## src/sv/assert_macros.svh

```systemverilog
// assertion macros for the ordered multiset engine
`ifndef ASSERT_MACROS_SVH
`define ASSERT_MACROS_SVH
`ifndef SYNTH
`define ASSERT_IMPLIES(label, clk, rst, a, b) \
   label: assert property (@(posedge clk) disable iff (rst) (a) |-> (b)) \
      else $error("assertion failed");
`define ASSERT_NEXT(label, clk, rst, a, b) \
   label: assert property (@(posedge clk) disable iff (rst) (a) |=> (b)) \
      else $error("assertion failed");
`else
`define ASSERT_IMPLIES(label, clk, rst, a, b)
`define ASSERT_NEXT(label, clk, rst, a, b)
`endif
`endif

```

## src/sv/ome_pkg.sv

```systemverilog
// shared types and constants for the ordered multiset engine
package ome_pkg;
   localparam int Capacity = 4096;
   localparam int IdxW = $clog2(Capacity);
   localparam int CntW = IdxW + 1;
   localparam logic [1:0] ST_OK = 2'd0;
   localparam logic [1:0] ST_NONE = 2'd1;
   localparam logic [1:0] ST_FULL = 2'd2;
   localparam logic [2:0] ACT_INSERT = 3'd0;
   localparam logic [2:0] ACT_DELETE = 3'd1;
   localparam logic [2:0] ACT_RANK = 3'd2;
   localparam logic [2:0] ACT_KTH = 3'd3;
   localparam logic [2:0] ACT_PRED = 3'd4;
   localparam logic [2:0] ACT_SUCC = 3'd5;

   // controller to datapath
   typedef struct packed {
      logic load;      // capture request
      logic srch_init; // start binary search
      logic srch_step; // one search step, issue read at mid
      logic srch_upd;  // consume read data
      logic scan_init; // start linear scan at slot 0
      logic scan_rd;   // read slot at scan index
      logic scan_acc;  // accumulate scan data
      logic shup_rd;   // read slot idx-1 for insert shift
      logic shup_wr;   // write read data to idx, idx--
      logic shdn_rd;   // read slot idx+1 for delete shift
      logic shdn_wr;   // write read data to idx, idx++
      logic wr_new;    // write new value at pos, count 1
      logic wr_cnt;    // write adjusted count at pos
      logic rd_pos;    // read slot pos
      logic rd_pm1;    // read slot pos-1
      logic rd_pp1;    // read slot pos+1
      logic fin_ins;   // update totals for insert
      logic fin_del;   // update totals for delete
      logic [1:0] st;  // status to present
      logic ans_rd;    // answer from read value
      logic ans_sum;   // answer from rank sum
      logic present;   // drive response
   } ome_cmd_type;

   // datapath to controller
   typedef struct packed {
      logic [2:0] act;
      logic srch_done;
      logic pos_lt_n;   // pos < distinct
      logic pos_zero;
      logic pp1_lt_n;   // pos+1 < distinct
      logic hit;        // read value == operand
      logic cnt_max;    // read count all ones
      logic cnt_gt1;
      logic total_max;
      logic full;
      logic k_bad;      // k zero or above total
      logic k_in;       // k <= read count
      logic scan_end;   // scan idx reached distinct / pos
      logic shup_end;   // idx == pos
      logic shdn_end;   // idx reached the reduced distinct count
   } ome_sts_type;
endpackage

```

## src/sv/ome_ctrl.sv

```systemverilog
// controller: sequences search, scan and shift steps
module ome_ctrl import ome_pkg::*; (
   input  logic clock,
   input  logic reset,
   input  logic req_valid,
   output logic req_ready,
   output logic rsp_valid,
   input  logic rsp_ready,
   input  ome_sts_type sts,
   output ome_cmd_type cmd
);
   typedef enum logic [3:0] {
      S_IDLE, S_SRCH, S_SRCH_W, S_SRCH_U, S_DECIDE, S_POS_W, S_EXEC,
      S_SHUP_R, S_SHUP_W, S_SHDN_R, S_SHDN_W, S_SCAN_R, S_SCAN_W,
      S_SCAN_A, S_OUT
   } state_type;

   state_type state_ff, state_in;
   logic rsp_valid_ff, rsp_valid_in;

   // next state and commands
   always_comb begin
      state_in = state_ff;
      rsp_valid_in = rsp_valid_ff;
      cmd = '0;
      if (rsp_valid_ff && rsp_ready) rsp_valid_in = 1'b0;
      case (state_ff)
         S_IDLE: begin
            // a new beat only once the previous result has left
            if (req_valid && !rsp_valid_ff) begin
               cmd.load = 1'b1;
               state_in = S_SRCH;
            end
         end
         S_SRCH: begin
            if (sts.act == ACT_KTH) begin
               if (sts.k_bad) begin
                  cmd.present = 1'b1;
                  cmd.st = ST_NONE;
                  state_in = S_OUT;
               end else begin
                  cmd.scan_init = 1'b1;
                  state_in = S_SCAN_R;
               end
            end else if (sts.act > ACT_SUCC) begin
               cmd.present = 1'b1;
               cmd.st = ST_NONE;
               state_in = S_OUT;
            end else begin
               cmd.srch_init = 1'b1;
               state_in = S_SRCH_W;
            end
         end
         S_SRCH_W: begin
            if (sts.srch_done) begin
               cmd.rd_pos = 1'b1;
               state_in = S_POS_W;
            end else begin
               cmd.srch_step = 1'b1;
               state_in = S_SRCH_U;
            end
         end
         S_SRCH_U: begin
            cmd.srch_upd = 1'b1;
            state_in = S_SRCH_W;
         end
         S_POS_W: begin
            state_in = S_DECIDE;
            if (sts.act == ACT_PRED && !sts.pos_zero) cmd.rd_pm1 = 1'b1;
         end
         S_DECIDE: begin
            state_in = S_OUT;
            cmd.present = 1'b1;
            case (sts.act)
               ACT_INSERT: begin
                  cmd.present = 1'b0;
                  if (sts.total_max) begin
                     cmd.present = 1'b1;
                     cmd.st = ST_FULL;
                  end else if (sts.pos_lt_n && sts.hit) begin
                     if (sts.cnt_max) begin
                        cmd.present = 1'b1;
                        cmd.st = ST_FULL;
                     end else begin
                        cmd.wr_cnt = 1'b1;
                        cmd.fin_ins = 1'b1;
                        cmd.present = 1'b1;
                        cmd.st = ST_OK;
                     end
                  end else if (sts.full) begin
                     cmd.present = 1'b1;
                     cmd.st = ST_FULL;
                  end else begin
                     cmd.fin_ins = 1'b1;
                     state_in = S_SHUP_R;
                  end
               end
               ACT_DELETE: begin
                  if (!(sts.pos_lt_n && sts.hit)) begin
                     cmd.st = ST_NONE;
                  end else if (sts.cnt_gt1) begin
                     cmd.wr_cnt = 1'b1;
                     cmd.fin_del = 1'b1;
                     cmd.st = ST_OK;
                  end else begin
                     cmd.present = 1'b0;
                     cmd.fin_del = 1'b1;
                     state_in = S_SHDN_R;
                  end
               end
               ACT_RANK: begin
                  cmd.present = 1'b0;
                  cmd.scan_init = 1'b1;
                  state_in = S_SCAN_R;
               end
               ACT_PRED: begin
                  cmd.st = sts.pos_zero ? ST_NONE : ST_OK;
                  cmd.ans_rd = 1'b1;
               end
               ACT_SUCC: begin
                  if (sts.pos_lt_n && sts.hit) begin
                     if (sts.pp1_lt_n) begin
                        cmd.present = 1'b0;
                        cmd.rd_pp1 = 1'b1;
                        state_in = S_EXEC;
                     end else cmd.st = ST_NONE;
                  end else begin
                     cmd.st = sts.pos_lt_n ? ST_OK : ST_NONE;
                     cmd.ans_rd = 1'b1;
                  end
               end
               default: cmd.st = ST_NONE;
            endcase
         end
         S_EXEC: begin
            cmd.present = 1'b1;
            cmd.st = ST_OK;
            cmd.ans_rd = 1'b1;
            state_in = S_OUT;
         end
         S_SHUP_R: begin
            if (sts.shup_end) begin
               cmd.wr_new = 1'b1;
               cmd.present = 1'b1;
               cmd.st = ST_OK;
               state_in = S_OUT;
            end else begin
               cmd.shup_rd = 1'b1;
               state_in = S_SHUP_W;
            end
         end
         S_SHUP_W: begin
            cmd.shup_wr = 1'b1;
            state_in = S_SHUP_R;
         end
         S_SHDN_R: begin
            if (sts.shdn_end) begin
               cmd.present = 1'b1;
               cmd.st = ST_OK;
               state_in = S_OUT;
            end else begin
               cmd.shdn_rd = 1'b1;
               state_in = S_SHDN_W;
            end
         end
         S_SHDN_W: begin
            cmd.shdn_wr = 1'b1;
            state_in = S_SHDN_R;
         end
         S_SCAN_R: begin
            if (sts.scan_end) begin
               cmd.present = 1'b1;
               cmd.st = (sts.act == ACT_RANK) ? ST_OK : ST_NONE;
               cmd.ans_sum = 1'b1;
               state_in = S_OUT;
            end else begin
               cmd.scan_rd = 1'b1;
               state_in = S_SCAN_W;
            end
         end
         S_SCAN_W: state_in = S_SCAN_A;
         S_SCAN_A: begin
            if (sts.act == ACT_KTH && sts.k_in) begin
               cmd.present = 1'b1;
               cmd.st = ST_OK;
               cmd.ans_rd = 1'b1;
               state_in = S_OUT;
            end else begin
               cmd.scan_acc = 1'b1;
               state_in = S_SCAN_R;
            end
         end
         S_OUT: begin
            if (!rsp_valid_ff || rsp_ready) begin
               rsp_valid_in = 1'b1;
               state_in = S_IDLE;
            end
         end
         default: state_in = S_IDLE;
      endcase
      // no present in S_OUT, so the answer register holds while the result waits
      if (state_ff == S_OUT) cmd.present = 1'b0;
   end

   // state and registered outputs
   always_ff @(posedge clock) begin
      if (reset) begin
         state_ff <= S_IDLE;
         rsp_valid_ff <= 1'b0;
      end else begin
         state_ff <= state_in;
         rsp_valid_ff <= rsp_valid_in;
      end
   end

   assign req_ready = (state_ff == S_IDLE) && !rsp_valid_ff;
   assign rsp_valid = rsp_valid_ff;
endmodule

```

## config.mk

```make
export PLATFORM = sky130hd
export DESIGN_NAME = ome_ctrl
export DESIGN_NICKNAME = d
export VERILOG_FILES = /design/src/sv/assert_macros.svh /design/src/sv/ome_pkg.sv /design/src/sv/ome_ctrl.sv
export SDC_FILE = /design/constraint.sdc
export NUM_CORES = 1
export LEC_CHECK = 0
export ABC_AREA = 1
export BUFFER_PORTS_ARGS = -buffer_cell sky130_fd_sc_hd__clkbuf_2
export CAP_MARGIN = 15
export CORE_AREA = 2 2 47 49
export DETAILED_ROUTE_END_ITERATION = 8
export DIE_AREA = 0 0 49 51
export GPL_TIMING_DRIVEN = 1
export PLACE_DENSITY = 0.78
export SLEW_MARGIN = 20
export SYNTH_ARGS = -nofsm -noshare
export SYNTH_HDL_FRONTEND = slang
export SYNTH_SLANG_ARGS = --single-unit
```

## constraint.sdc

```tcl
create_clock -name clock -period 2.3 [get_ports clock]
set_input_delay 0.23 -clock clock [delete_from_list [all_inputs] [get_ports clock]]
set_output_delay 0.23 -clock clock [all_outputs]
set_load 0.01 [all_outputs]
```

Word-level counts from Yosys, hierarchy flattened:

Cells that the tools add are included.

* order comparisons: 1
* equality and inequality tests: 21
* multiplexer cells: 103
* reductions and logical operators: 12

Operator list (number)
* two-way mux 1 bit: 69
* one-hot mux 4 bit (15 select lines): 1
* two-way mux 4 bit: 9
* == test 4 bit (second input constant): 7
* two-way mux 3 bit: 8
* == test 4 x 3 -> 1 bit (second input constant): 4
* one-hot mux 4 bit (4 select lines): 1
* two-way mux 2 bit: 7
* one-hot mux 2 bit (5 select lines): 1
* == test 4 x 2 -> 1 bit (second input constant): 2
* one-hot mux 2 bit (4 select lines): 1
* one-hot mux 1 bit (7 select lines): 1
* == test 3 x 2 -> 1 bit (second input constant): 2
* == test 3 bit (second input constant): 2
* logical AND 1 bit: 6
* one-hot mux 1 bit (2 select lines): 3
* == test 4 x 1 -> 1 bit (second input constant): 1
* zero test 4 bit: 1
* inequality test 2 bit (second input constant): 2
* one-hot mux 1 bit (4 select lines): 1
* == test 3 x 1 -> 1 bit (second input constant): 1
* greater-than comparator 3 bit (second input constant): 1
* zero test 3 bit: 1
* one-hot mux 1 bit (3 select lines): 1
* 3 further kinds: 4

* register bits: 5
* input port bits: 21
* output and inout port bits: 25
* word-level logic and storage cells: 139

Logic depth before layout (Yosys ltp):

* depth in word-level cells: 6
* depth in mapped cells: 10
* depth with buffers taken out: 9

Worst setup path before layout:

OpenSTA, ideal clock, no wires.

* kind: register to output
* from: register state_ff[2]
* to: output cmd[5] in the netlist's numbering
* data arrival time: 1.113 ns
* data required time: 2.070 ns
* setup slack: 0.957 ns
* cell stages (with the launch flop): 7
* path buffers: 0
* path through: dfxtp_1 -> inv_2 -> nor2_4 -> nand2_4 -> clkinv_4 -> nand2_1 -> nor3_1

RTL lines
* from (decl): line ome_ctrl.sv:18 `state_type state_ff, state_in;`
* from (signal assigned): line ome_ctrl.sv:211 `state_ff <= state_in;`
* to (decl): line ome_ctrl.sv:10 `output ome_cmd_type cmd`

==> flow_summary.json <==
{
  "grt_pass1_vias": 972,
  "drtIter0Drc": 18,
  "layout-drive-gt1-share": 0.316,
  "clock_sinks": 5,
  "antenna_found_initial": 0,
  "ys_ff_latch": 5,
  "synth_compound_area_frac": 0.133,
  "synth_xor_area_frac": 0,
  "p_leak_nw": 0.691,
  "grt_start_max_net_pins": 11,
  "ff2ff_path_depth": 9,
  "finalMaxSlewViolations": 0,
  "status": "completed",
  "die_y_um": 51,
  "ant_nets": 0,
  "postCtsSetupRepairBufs": 0,
  "final_cell_mix": "clkbuf_2 (45), nand2_1 (39), nor2_1 (29)",
  "die_w_um": 49,
  "htree_levels": 1,
  "powerDensity_nw_per_um2": 794,
  "fp.dieArea_um2": 2500,
  "remaining_drc_errors": 0,
  "synth-adder-area-share": 0,
  "grt-ovfl-total": 0,
  "hold_path_class": "in2reg",
  "arrival_ps": 1530,
  "gp_congestion": 0.947,
  "syn_inst": 165,
  "drt_pass1_iterations": 4,
  "cap_violations": 0,
  "grt_pass1_wl_um": 3870,
  "critPathRequiredTime_ps": 2070,
  "syn-num-nets": 186,
  "ys_warn_count": 0,
  "area_growth_syn_to_layout_pct": 30.6,
  "tightest_slew_ps": 338,
  "ios": 46,
  "cts_hold_buffers": 0,
  "finalCritPeriodShare": 0.763,
  "fin_crit_ps": 1760,
  "grt_setup_unrepaired": "no",
  "whs_ps": 185,
  "finalClockSkew_ps": 0.626,
  "core_um2": 2060,
  "synth_top_family_by_area": "simple AND/OR/NAND/NOR gates",
  "crit_type": "reg2out",
  "hold_depth": 2,
  "startpoint_type": "flip-flop",
  "port-buffer-count": 45,
  "synth_top_area_share": 0.170,
  "cts_tree": "built",
  "clk_pin_slew_ps": 40,
  "diodes": 0,
  "cts-buffers-inserted": 3,
  "dr_total_vias": 1180,
  "row_count": 17,
  "cp_max_fo": 8,
  "mostFrequentLayoutCell": "clkbuf_2",
  "root_buffer": "clkbuf_4",
  "maxSlewHeadroom": 0.774,
  "grtUsageTotal": 0.193,
  "hold_viol": 0,
  "ys_types": 27,
  "syn_avg_cell_area_um2": 5.23,
  "setup_violations": 0,
  "ctsResizeCount": 0,
  "finalWirelength_um": 2330,
  "hpwl_um": 2060,
  "yosys.area_share.simple": 0.588,
  "clock_path_buffers": 2,
  "detail_route.vias_per_cell": 4.92,
  "end_kind": "primary output",
  "netlist_area_um2": 863,
  "nNetsFinal": 234,
  "initial_core_util": 0.418,
  "tns_ps": 0,
  "fmax_mhz": 570,
  "synth_top_area_cell": "nand2_1",
  "ir_drop_uv": 475,
  "seq_area_frac_synth": 0.116,
  "muxShareOfSynthArea": 0,
  "drt-wirelength-per-cell_um": 9.71,
  "clk_latency_ps": 240,
  "synth.area.top_cells": "nand2_1 (17%), nor2_1 (13%), dfxtp_1 (12%)"
}
logic make-up after synthesis:
family | count (synthesis)
compound gates | 19
flops | 5
simple gates | 109
buf+inv | 32
layer usage:
layer,routed length [um],vias to the layer above,GRT usage
li1,-,630,-
met1,1100,515,0.246
met2,1100,35,0.342
met3,135,0,0.0292
met4,0,0,0.0476
met5,0,-,0
state kept, by name, summed over array words and instances (netlist names):
register / flops
state_ff: 4
rsp_valid: 1
final cells by class:
cell class	instances	area, um^2
Clock buffer	4	26.3
Timing Repair Buffer	45	225
Multi-Input combinational cell	128	623
Inverter	30	118
Tap cell	28	35.0
Sequential cell	5	100
Fill cell	244	936
worst max-delay path, cell delays in order (launching register included):
cell and delay (ps):
dfxtp_1 440, inv_2 90, nor2_4 190, nand2_4 110, clkinv_4 90, nand2_1 70, nor3b_2 160, clkbuf_2 150
synthesized netlist by cell type, drive strengths merged:
cell      n
o211ai    2
o21ai     7
or2       1
nor2     36
nand3    18
nor3      3
dfxtp     5
nand2    42
o2111ai   1
nor4      3
a21oi     6
o22ai     2
o311ai    1
nand3b    1
buf       2
nand4     4
inv      28
clkinv    2
nor3b     1
power breakdown:
group          switching [W]  internal, W
Combinational       0.000398     0.000219
Clock              0.0000333    0.0000654
Sequential         0.0000622     0.000118
final timing paths:
| check | to | slack (ps) | startpoint |
|---|---|---|---|
| max | cmd[10] | 540 | state_ff[2]$_SDFFE_PP0P_ |
| max reg2reg | state_ff[2]$_SDFFE_PP0P_ | 950 | state_ff[1]$_SDFFE_PP0P_ |
| min reg2reg | rsp_valid$_SDFF_PP0_ | 600 | rsp_valid$_SDFF_PP0_ |
| min | rsp_valid$_SDFF_PP0_ | 180 | reset |
through the flow:
step / util / total power (W) / std cells / instance area (um^2) / setup WS (ps)
2_1_floorplan: - / 0.000632 / 165 / 863 / 957
3_3_place_gp: 0.534 / 0.000795 / 236 / 1100 / 802
3_5_place_dp: 0.534 / 0.000796 / 236 / 1100 / 799
4_1_cts: 0.546 / 0.000902 / 240 / 1130 / 534
5_1_grt: 0.546 / 0.000988 / 240 / 1130 / 385
6_report: 0.546 / 0.000895 / 240 / 1130 / 545
Power figures use the tool's default switching activity.
